<file path="config.mk">
export PLATFORM = sky130hd
export DESIGN_NAME = ipv4_rx_header_checker_top
export DESIGN_NICKNAME = d
export VERILOG_FILES = /design/src/hw/rtl/ipv4rx_pkg.sv /design/src/hw/rtl/ipv4_rx_header_checker_top.sv
export SDC_FILE = /design/constraint.sdc
export NUM_CORES = 1
export LEC_CHECK = 0
export ABC_AREA = 1
export BUFFER_PORTS_ARGS = -buffer_cell sky130_fd_sc_hd__buf_2
export CELL_PAD_IN_SITES_DETAIL_PLACEMENT = 1
export CELL_PAD_IN_SITES_GLOBAL_PLACEMENT = 2
export CORE_MARGIN = 8
export CORE_UTILIZATION = 32
export DETAILED_ROUTE_END_ITERATION = 10
export HOLD_SLACK_MARGIN = 0.02
export PLACE_DENSITY_LB_ADDON = 0.1
export SYNTH_ARGS = -nofsm -noshare
export SYNTH_HDL_FRONTEND = slang
export SYNTH_SLANG_ARGS = --single-unit
</file>
<file path="constraint.sdc">
create_clock -name clk -period 3.3 [get_ports clk]
set_input_delay 0.66 -clock clk [delete_from_list [all_inputs] [get_ports clk]]
set_output_delay 0.66 -clock clk [all_outputs]
set_load 0.01 [all_outputs]
</file>
<file path="src/hw/rtl/ipv4rx_pkg.sv">
`timescale 1ns / 1ps

package ipv4rx_pkg;

    // Verdict codes given with each finished packet.
    typedef enum logic [3:0] {
        VERDICT_ICMP     = 4'd0,
        VERDICT_UDP      = 4'd1,
        VERDICT_SHORT    = 4'd2,
        VERDICT_VERSION  = 4'd3,
        VERDICT_IHL      = 4'd4,
        VERDICT_TRUNC    = 4'd5,
        VERDICT_CHECKSUM = 4'd6,
        VERDICT_TOTLEN   = 4'd7,
        VERDICT_FRAGMENT = 4'd8,
        VERDICT_NOTOURS  = 4'd9,
        VERDICT_TCP      = 4'd10,
        VERDICT_UNKNOWN  = 4'd11
    } verdict_t;

    // Smallest legal header, in bytes.
    localparam logic [5:0] MIN_HEADER_BYTES = 6'd20;

endpackage

</file>
<file path="src/hw/rtl/ipv4_rx_header_checker_top.sv">
`timescale 1ns / 1ps

// IPv4 receive header checker. The block takes a received IPv4 packet one
// byte per item on the input channel, header first, with last_byte marking
// the final byte, and gives exactly one result item per packet, built when
// the last byte is processed: a verdict code, the source address, the header
// length in bytes (payload_offset), the payload length and the protocol
// number. Checks are taken in a fixed order (too short, version, IHL,
// truncated header, header checksum, total length, fragment, destination
// address, then protocol dispatch), and payload_length is zero unless the
// packet passed every check. The destination must match own_address, which
// is written through the configuration channel, or be the limited broadcast
// address. The user must write own_address only while no packet is in
// flight; the block does not enforce this. The block sustains one byte per
// clock cycle with no gaps between packets, as long as results are taken
// when offered. Each byte goes through an input register and then a single
// pass of header capture and checksum accumulation into the per-packet
// state, and the result register lets the next packet stream in while a
// verdict waits to be taken. Bytes past 65535 are consumed but not counted.
module ipv4_rx_header_checker_top
    import ipv4rx_pkg::*;
(
    input  logic        clk,
    input  logic        rst_n,

    // Configuration write channel.
    input  logic        cfg_valid,
    output logic        cfg_ready,
    input  logic [31:0] own_address,

    // Byte input channel.
    input  logic        in_valid,
    output logic        in_ready,
    input  logic [7:0]  data_byte,
    input  logic        last_byte,

    // Result channel.
    output logic        out_valid,
    input  logic        out_ready,
    output logic [3:0]  verdict,
    output logic [31:0] source_address,
    output logic [5:0]  payload_offset,
    output logic [15:0] payload_length,
    output logic [7:0]  protocol_number
);

    // Byte positions of the captured header fields.
    localparam logic [15:0] POS_VER_IHL  = 16'd0;
    localparam logic [15:0] POS_LEN_HI   = 16'd2;
    localparam logic [15:0] POS_LEN_LO   = 16'd3;
    localparam logic [15:0] POS_FRAG_HI  = 16'd6;
    localparam logic [15:0] POS_FRAG_LO  = 16'd7;
    localparam logic [15:0] POS_PROTO    = 16'd9;
    localparam logic [15:0] POS_SRC_0    = 16'd12;
    localparam logic [15:0] POS_SRC_1    = 16'd13;
    localparam logic [15:0] POS_SRC_2    = 16'd14;
    localparam logic [15:0] POS_SRC_3    = 16'd15;
    localparam logic [15:0] POS_DST_0    = 16'd16;
    localparam logic [15:0] POS_DST_1    = 16'd17;
    localparam logic [15:0] POS_DST_2    = 16'd18;
    localparam logic [15:0] POS_DST_3    = 16'd19;
    localparam logic [15:0] COUNT_MAX    = 16'hFFFF;
    localparam logic [16:0] SUM_GOOD     = 17'h0FFFF;
    localparam logic [31:0] BROADCAST    = 32'hFFFF_FFFF;
    localparam logic [3:0]  IPV4_VERSION = 4'd4;
    localparam logic [3:0]  IHL_MIN      = 4'd5;
    localparam logic [7:0]  PROTO_ICMP   = 8'd1;
    localparam logic [7:0]  PROTO_UDP    = 8'd17;
    localparam logic [7:0]  PROTO_TCP    = 8'd6;

    // Configuration register.
    logic [31:0] own_address_reg;

    // Input register.
    logic        in_valid_reg;
    logic [7:0]  in_data_reg;
    logic        in_last_reg;

    // Per-packet state.
    logic [15:0] byte_count_reg,     byte_count_next;
    logic [7:0]  version_ihl_reg,    version_ihl_next;
    logic [16:0] sum_acc_reg,        sum_acc_next;
    logic [7:0]  high_byte_reg,      high_byte_next;
    logic [15:0] length_field_reg,   length_field_next;
    logic [15:0] fragment_field_reg, fragment_field_next;
    logic [7:0]  protocol_reg,       protocol_next;
    logic [31:0] source_reg,         source_next;
    logic [31:0] destination_reg,    destination_next;

    // Result register.
    logic        out_valid_reg;
    verdict_t    verdict_reg,        verdict_next;
    logic [31:0] source_address_reg;
    logic [5:0]  payload_offset_reg;
    logic [15:0] payload_length_reg, payload_length_next;
    logic [7:0]  protocol_number_reg;

    logic        advance;
    logic [3:0]  ihl_cur;
    logic [15:0] hlen_cur;
    logic [17:0] sum_wide;
    logic [3:0]  ihl_fin;
    logic [5:0]  hlen_fin;
    logic [15:0] hlen_fin_wide;
    logic        frag_bad;
    logic        dest_bad;

    // The input register moves on whenever it holds a byte that makes no
    // result, or the result register is empty or being drained.
    assign advance   = in_valid_reg && (!in_last_reg || !out_valid_reg || out_ready);
    assign in_ready  = !in_valid_reg || advance;
    assign cfg_ready = 1'b1;

    // Header capture and checksum accumulation for the byte in the input
    // register. Fields are cleared after every packet, so a plain write is
    // the same as merging into zero.
    always_comb
    begin
        byte_count_next     = byte_count_reg;
        version_ihl_next    = version_ihl_reg;
        sum_acc_next        = sum_acc_reg;
        high_byte_next      = high_byte_reg;
        length_field_next   = length_field_reg;
        fragment_field_next = fragment_field_reg;
        protocol_next       = protocol_reg;
        source_next         = source_reg;
        destination_next    = destination_reg;
        sum_wide            = 18'd0;

        // The header length counts from the first byte itself.
        ihl_cur  = (byte_count_reg == POS_VER_IHL) ? in_data_reg[3:0] : version_ihl_reg[3:0];
        hlen_cur = {10'd0, ihl_cur, 2'b00};

        case (byte_count_reg)
            POS_VER_IHL: version_ihl_next          = in_data_reg;
            POS_LEN_HI:  length_field_next[15:8]   = in_data_reg;
            POS_LEN_LO:  length_field_next[7:0]    = in_data_reg;
            POS_FRAG_HI: fragment_field_next[15:8] = in_data_reg;
            POS_FRAG_LO: fragment_field_next[7:0]  = in_data_reg;
            POS_PROTO:   protocol_next             = in_data_reg;
            POS_SRC_0:   source_next[31:24]        = in_data_reg;
            POS_SRC_1:   source_next[23:16]        = in_data_reg;
            POS_SRC_2:   source_next[15:8]         = in_data_reg;
            POS_SRC_3:   source_next[7:0]          = in_data_reg;
            POS_DST_0:   destination_next[31:24]   = in_data_reg;
            POS_DST_1:   destination_next[23:16]   = in_data_reg;
            POS_DST_2:   destination_next[15:8]    = in_data_reg;
            POS_DST_3:   destination_next[7:0]     = in_data_reg;
            default:     ;
        endcase

        // Even header bytes are held; odd ones complete a 16-bit word that
        // is added with end-around carry.
        if (byte_count_reg < hlen_cur)
        begin
            if (!byte_count_reg[0])
            begin
                high_byte_next = in_data_reg;
            end
            else
            begin
                sum_wide = {1'b0, sum_acc_reg} + {2'b00, high_byte_reg, in_data_reg};
                if (sum_wide > 18'h0FFFF)
                begin
                    sum_wide = {2'b00, sum_wide[15:0]} + 18'd1;
                end
                sum_acc_next = sum_wide[16:0];
            end
        end

        if (byte_count_reg != COUNT_MAX)
        begin
            byte_count_next = byte_count_reg + 16'd1;
        end
    end

    // Verdict, taken from the state as it stands after the last byte.
    always_comb
    begin
        ihl_fin       = version_ihl_next[3:0];
        hlen_fin      = {ihl_fin, 2'b00};
        hlen_fin_wide = {10'd0, hlen_fin};
        frag_bad      = fragment_field_next[13] || (fragment_field_next[12:0] != 13'd0);
        dest_bad      = (destination_next != own_address_reg) && (destination_next != BROADCAST);
        payload_length_next = 16'd0;

        if (byte_count_next < {10'd0, MIN_HEADER_BYTES})
        begin
            verdict_next = VERDICT_SHORT;
        end
        else if (version_ihl_next[7:4] != IPV4_VERSION)
        begin
            verdict_next = VERDICT_VERSION;
        end
        else if (ihl_fin < IHL_MIN)
        begin
            verdict_next = VERDICT_IHL;
        end
        else if (byte_count_next < hlen_fin_wide)
        begin
            verdict_next = VERDICT_TRUNC;
        end
        else if (sum_acc_next != SUM_GOOD)
        begin
            verdict_next = VERDICT_CHECKSUM;
        end
        else if ((length_field_next < hlen_fin_wide) || (byte_count_next < length_field_next))
        begin
            verdict_next = VERDICT_TOTLEN;
        end
        else if (frag_bad)
        begin
            verdict_next = VERDICT_FRAGMENT;
        end
        else if (dest_bad)
        begin
            verdict_next = VERDICT_NOTOURS;
        end
        else
        begin
            case (protocol_next)
                PROTO_ICMP: verdict_next = VERDICT_ICMP;
                PROTO_UDP:  verdict_next = VERDICT_UDP;
                PROTO_TCP:  verdict_next = VERDICT_TCP;
                default:    verdict_next = VERDICT_UNKNOWN;
            endcase
            payload_length_next = length_field_next - hlen_fin_wide;
        end
    end

    // Control and per-packet state.
    always_ff @(posedge clk or negedge rst_n)
    begin
        if (!rst_n)
        begin
            own_address_reg    <= 32'd0;
            in_valid_reg       <= 1'b0;
            out_valid_reg      <= 1'b0;
            byte_count_reg     <= 16'd0;
            version_ihl_reg    <= 8'd0;
            sum_acc_reg        <= 17'd0;
            high_byte_reg      <= 8'd0;
            length_field_reg   <= 16'd0;
            fragment_field_reg <= 16'd0;
            protocol_reg       <= 8'd0;
            source_reg         <= 32'd0;
            destination_reg    <= 32'd0;
        end
        else
        begin
            if (cfg_valid && cfg_ready)
            begin
                own_address_reg <= own_address;
            end

            if (in_ready)
            begin
                in_valid_reg <= in_valid;
            end

            if (advance && in_last_reg)
            begin
                out_valid_reg <= 1'b1;
            end
            else if (out_ready)
            begin
                out_valid_reg <= 1'b0;
            end

            if (advance)
            begin
                if (in_last_reg)
                begin
                    // Packet done: start the next one from a clean state.
                    byte_count_reg     <= 16'd0;
                    version_ihl_reg    <= 8'd0;
                    sum_acc_reg        <= 17'd0;
                    high_byte_reg      <= 8'd0;
                    length_field_reg   <= 16'd0;
                    fragment_field_reg <= 16'd0;
                    protocol_reg       <= 8'd0;
                    source_reg         <= 32'd0;
                    destination_reg    <= 32'd0;
                end
                else
                begin
                    byte_count_reg     <= byte_count_next;
                    version_ihl_reg    <= version_ihl_next;
                    sum_acc_reg        <= sum_acc_next;
                    high_byte_reg      <= high_byte_next;
                    length_field_reg   <= length_field_next;
                    fragment_field_reg <= fragment_field_next;
                    protocol_reg       <= protocol_next;
                    source_reg         <= source_next;
                    destination_reg    <= destination_next;
                end
            end
        end
    end

    // Payload registers need no reset.
    always_ff @(posedge clk)
    begin
        if (in_valid && in_ready)
        begin
            in_data_reg <= data_byte;
            in_last_reg <= last_byte;
        end

        if (advance && in_last_reg)
        begin
            verdict_reg         <= verdict_next;
            source_address_reg  <= source_next;
            payload_offset_reg  <= hlen_fin;
            payload_length_reg  <= payload_length_next;
            protocol_number_reg <= protocol_next;
        end
    end

    assign out_valid       = out_valid_reg;
    assign verdict         = verdict_reg;
    assign source_address  = source_address_reg;
    assign payload_offset  = payload_offset_reg;
    assign payload_length  = payload_length_reg;
    assign protocol_number = protocol_number_reg;

endmodule

</file>
==> Word level (Yosys, flattened, before mapping) <==
Index checks and enable logic that the tools add are counted.
{ "classes": {"addsub": 4, "magnitude_cmp": 7, "eq_ne": 22, "n_mux": 40, "n_reduce_logical": 20} }
{ "ops": {"columns": ["cell", "count"], "rows": [
  ["2-to-1 mux 8 bit", 18],
  ["== test 16 x 4 -> 1 bit (second input constant)", 5],
  ["2-to-1 mux 17 bit", 4],
  ["== test 16 x 5 -> 1 bit (second input constant)", 4],
  ["2-to-1 mux 32 bit", 2],
  ["< comparator 16 x 6 -> 1 bit", 3],
  ["2-to-1 mux 16 bit", 3],
  ["== test 16 x 2 -> 1 bit (second input constant)", 2],
  ["== test 16 x 3 -> 1 bit (second input constant)", 2],
  ["inequality test 32 bit", 1],
  ["inequality test 32 bit (second input constant)", 1],
  ["adder 17 x 16 -> 18 bit", 1],
  ["> comparator 18 x 16 -> 1 bit (second input constant)", 1],
  ["adder 16 x 1 -> 17 bit (second input constant)", 1],
  ["inequality test 17 x 16 -> 1 bit (second input constant)", 1],
  ["adder 16 x 1 -> 16 bit (second input constant)", 1],
  ["logical NOT 16 bit", 1],
  ["< comparator 16 bit", 1],
  ["< comparator 16 x 5 -> 1 bit (second input constant)", 1],
  ["inequality test 16 bit (second input constant)", 1],
  ["subtractor 16 x 6 -> 16 bit", 1],
  ["2-to-1 mux 14 bit", 1],
  ["nonzero test 13 bit", 1],
  ["2-to-1 mux 3 bit", 4],
  ["other kinds (18)", 32]
]} }
{ "word_totals": {"ff_bits": 258} }

==> Logic depth before layout (Yosys ltp) <==
{ "logic_depth": {"word_depth": 11, "ltp_mapped": 26, "ltp_nobuf": 24} }

==> Least setup slack after synthesis <==
No wires, ideal clock.
{ "synth_timing": {"path_type": "register to register", "startpoint": "register byte_count_reg[0]", "endpoint": "register payload_length_reg[5] (netlist: payload_length[5]), data pin", "arrival_time_ns": 3.353, "t_required_ns": 3.040, "slack_ns": -0.312, "stages_incl_launch_ff": 23, "cell_sequence": "dfrtp_1 inv_1 ha_1 nand2_2 nor2_4 nand2_4 inv_1 nor2_1 a21oi_1 ha_1 nand2_1 nor2_1 a211oi_1 nand3_1 nor2_1 nand3_1 nor4_1 a21oi_1 nand3_1 nor2_2 nand3_4 buf_12 nor2_4"} }
{ "synth_between": {"elab_chain_cells": 6} }
{ "synth_lines": {"columns": ["element", "line", "source"], "rows": [
  ["start, declared", "ipv4_rx_header_checker_top.sv:80", "logic [15:0] byte_count_reg, byte_count_next;"],
  ["start signal, assigned", "ipv4_rx_header_checker_top.sv:287", "byte_count_reg <= byte_count_next;"],
  ["branches (longest 6 deep; another with adder 16 x 1 -> 16 bit)", null, null],
  ["end signal, assigned", "ipv4_rx_header_checker_top.sv:315", "payload_length_reg <= payload_length_next;"],
  ["end, declared", "ipv4_rx_header_checker_top.sv:95", "logic [15:0] payload_length_reg, payload_length_next;"]
]} }
Several ways; the timed one is not identified.
A chain may end at the register's enable or synchronous reset.

==> Final worst setup path <==
{ "layout_timing": {"startpoint": "register byte_count_reg[0]", "endpoint": "register payload_length_reg[6] (netlist: payload_length[6]), data pin"} }
The elaborated chain is that of the path after synthesis.

==> key figures <==
Logic synthesis
  – Synth Instances: 1983
  – Syn avg cell area: 7.625 um^2
  – Top FF cell, synth: dfrtp_1
  – Post-synthesis adder-cell area fraction: 4.071%
  – XOR/XNOR Fraction of Synth Area: 1.332%
  – Post-synth EDFFs: 73
  – Post-synthesis sequential area ratio: 45.11%
  – Multiplexer share of the synthesized area: 0.07447%
  – Synth async-reset ratio: 71.71%
  – Simple-gate share of the synthesized area: 28.75%
  – Compound-Gate Fraction of Synth Area: 11.41%
  – Post-synthesis cell area: 15120 um^2
  – Combinational family with the most area after synthesis: simple AND/OR/NAND/NOR gates
  – Count of cell types in the netlist: 52
  – Synth Warn #: 0
  – Synth Register Bits: 258

STA
  – Least-Margin Pin Slew: 908.5 ps
  – Final Setup Violations: 21
  – Layout Skew: 14.65 ps
  – Final Hold Viols: 0
  – Minimum clock period: 3523 ps
  – Period utilisation layout: 106.8%
  – RSZ-0062 raised after global routing: yes
  – Final setup TNS: -3854 ps
  – Final worst slack: -223.3 ps
  – Fmax: 0.2838 GHz
  – Max_slew headroom: 39.43%
  – Max Slew Vio Count: 0
  – WHS: 141.9 ps

Global route
  – Largest net degree at the start of global routing: 130
  – GR Overflow Total: 0
  – Global-route wire length before repair: 87800 um
  – GRT Total Usage: 20.38%
  – Vias in the first global route: 16050
  – Initial antenna violation count: 0

Worst setup path
  – R2r endpoint: payload_length[6]$_SDFFCE_PP0P_
  – Setup CP Type: register to register
  – Critical Path Sink: payload_length[6]$_SDFFCE_PP0P_
  – Worst path required time: 3700 ps
  – Crit. End Element: register
  – Reg2Reg Depth: 23
  – Critical path arrival: 3920 ps
  – Crit path launch type: register
  – Flop2flop setup slack: -220 ps
  – Worst setup path startpoint: byte_count_reg[0]$_DFFE_PN0P_
  – FF-to-FF Start: byte_count_reg[0]$_DFFE_PN0P_
  – Critical Path Fanout Max: 7

Routing
  – First drt pass iteration count: 6
  – DRT antenna net count: 0
  – Vias per cell: 4.879
  – Final wirelength: 55470 um
  – Vias after detailed routing: 14860
  – Residual DRC: 0
  – DRT iter0 DRCs: 622
  – Wire per inst: 18.22 um

CTS
  – Clock latency on the worst-skew pair: 540 ps
  – H-tree Lvls: 2
  – CTS Hold Buffers Added: 0
  – Root buffer selected by CTS: clkbuf_16
  – TritonCTS Buffers: 34
  – Maximum root-to-sink buffer count: 3
  – Sink Count: 258
  – Worst-path clk slew: 60 ps
  – CTS tree: done

Worst hold path
  – Hold Path Class: input pin to async pin

Layout
  – Fin area: 20930 um^2
  – Nets: 2508
  – Layout Area Growth over Synthesis: 38.42%
  – Share of cells above drive strength 1: 30.11%
  – Antenna diodes: 0
  – Fin util: 44.96%

Power and ir drop
  – Flop pwr share: 29.7%
  – Logic pwr share: 41.3%
  – Switching pwr: 4.519 mW
  – Int Pwr: 7.992 mW
  – Clock power frac: 29.0%
  – Switching Share: 36.12%
  – Leakage Power: 10.26 nW
  – Power Density: 597.7 nW/um^2
  – Peak VDD IR: 0.4696 mV

Place
  – Placement Cell Area: 18660 um^2
  – PortBufs: 111
  – DP HPWL: 40670 um
  – Gpl congestion: 0.8532

Floorplanning
  – Core area: 46560 um^2
  – Die Area: 54460 um^2
  – Initial Util: 32.48%
  – IO Pins: 115
  – Height of the die: 233.4 um
  – Rows: 79
  – Die width: 233.4 um

Outcome
  – Failing checks: setup timing
  – Status: complete, but fails checks

Job
  – Max Cap Viol: 0
==> kinds of logic (layout without fill, tap and decap cells) <==
family | Yosys count | count (layout)
and+or+nand+nor | 995 | 996
buffers and inverters | 349 | 802
AOI/OAI and AO/OA | 307 | 307
DFF | 258 | 258
adders and majority gates | 48 | 48
xor gates and xnor gates | 23 | 23
other | 2 | 3
muxes | 1 | 1
==> cells in the mapped netlist (3+ instances only) <==
cell,instances,share of area (%)
nand4_1,29,1.2
nor2_4,17,1.3
nor2_2,11,0.46
inv_2,10,0.25
nand3_1,150,5.0
o21ai_1,21,0.70
buf_6,5,0.37
o211ai_1,13,0.65
nor3_1,17,0.56
nand3_2,5,0.33
o21ai_2,4,0.23
nor2_1,113,2.8
nor4_1,7,0.29
a21oi_1,42,1.4
dfrtp_1,185,31
and2_1,4,0.17
edfxtp_1,73,14
nand2_1,621,15
buf_2,9,0.30
o22ai_1,80,3.3
xor2_1,21,1.2
inv_1,262,6.5
ha_1,46,3.8
buf_4,4,0.20
buf_1,3,0.074
clkbuf_1,53,1.3
nand2_2,7,0.29
a211oi_1,3,0.15
o21ai_0,135,4.5
==> per-layer routing <==
layer,up-vias,share of wire [%],global-route usage [%]
met3,102,3.1,2.912
met1,7199,46,26.26
met5,-,0,0
met4,0,3.2,6.528
met2,214,48,34.89
li1,7341,-,-
==> layout by cell type, fill, tap and decap left out, drive strengths merged, types with 2 or more instances in the layout <==
cell | synthesis | final
a211oi | 4 | 4
a21oi | 44 | 44
and2 | 4 | 4
buf | 22 | 466
bufinv | 0 | 2
clkbuf | 53 | 48
clkinv | 2 | 10
conb | 2 | 3
dfrtp | 185 | 185
edfxtp | 73 | 73
fa | 2 | 2
ha | 46 | 46
inv | 272 | 275
nand2 | 630 | 630
nand3 | 157 | 158
nand3b | 2 | 2
nand4 | 30 | 30
nor2 | 141 | 141
nor3 | 19 | 19
nor4 | 7 | 7
o211ai | 13 | 13
o21a | 2 | 2
o21ai | 160 | 160
o22ai | 80 | 80
or2 | 3 | 3
xnor2 | 2 | 2
xor2 | 21 | 21
==> final cells by class <==
class / count / area (um^2)
Clock buffer: 46 / 927.1
Multi-Input combinational cell: 1378 / 7816
Fill cell: 5679 / 25630
Sequential cell: 258 / 6824
Timing Repair Buffer: 468 / 3416
Inverter: 274 / 1041
Tap cell: 607 / 759.5
Clock inverter: 14 / 146.4
==> worst min path at each step <==
stage	startpoint	endpoint	slack, ps
2_1_floorplan	rst_n	byte_count_reg[0]$_DFFE_PN0P_	360
3_3_place_gp	source_reg[4]$_DFFE_PN0P_	source_reg[4]$_DFFE_PN0P_	460
3_5_place_dp	fragment_field_reg[9]$_DFFE_PN0P_	fragment_field_reg[9]$_DFFE_PN0P_	470
4_1_cts	rst_n	fragment_field_reg[7]$_DFFE_PN0P_	140
5_1_grt	rst_n	own_address_reg[18]$_DFFE_PN0P_	160
6_report	rst_n	own_address_reg[26]$_DFFE_PN0P_	140
==> what timing repair did <==
item                       4_1_cts  5_1_grt
gates cloned                     1        1
setup endpoints to repair       20       21
pin swaps                       48       49
buffers inserted                24       16
gates resized for setup        101       97
==> critical path, stage by stage (launching register included) <==
cell      delay (ps)
dfrtp_2          430
inv_2             90
ha_4             140
nand2_4           50
nor2_4           110
nand2_4           80
inv_6             90
nor2_4            40
a21oi_4          140
ha_4             230
a211oi_4         250
buf_12           160
nand3_4          170
buf_6            200
nand2_4           50
nand4_1          100
nor2_1           120
nand2_1          100
nor2_4           170
nand3_4          110
nor2_4           140
nand3_4          130
buf_12           180
nor2_4            90
==> stage by stage <==
| step | total power, mW | std cells | worst slack [ps] |
|---|---|---|---|
| floorplan | 6.009 | 1984 | -22.88 |
| global placement | 8.147 | 2944 | -569.6 |
| detailed placement | 8.240 | 2944 | -612.2 |
| CTS | 12.33 | 3028 | -185.2 |
| global route | 13.29 | 3045 | -458.6 |
| finish | 12.51 | 3045 | -223.3 |
==> power by group through the flow <==
stage / logic, mW / registers (mW) / clock network [mW]
3_5_place_dp: 4.48 / 3.76 / 0
4_1_cts: 4.85 / 3.72 / 3.76
3_3_place_gp: 4.40 / 3.75 / 0
2_1_floorplan: 2.28 / 3.73 / 0
5_1_grt: 5.69 / 3.74 / 3.85
6_report: 5.16 / 3.72 / 3.63
(Power assumes the default switching activity.)
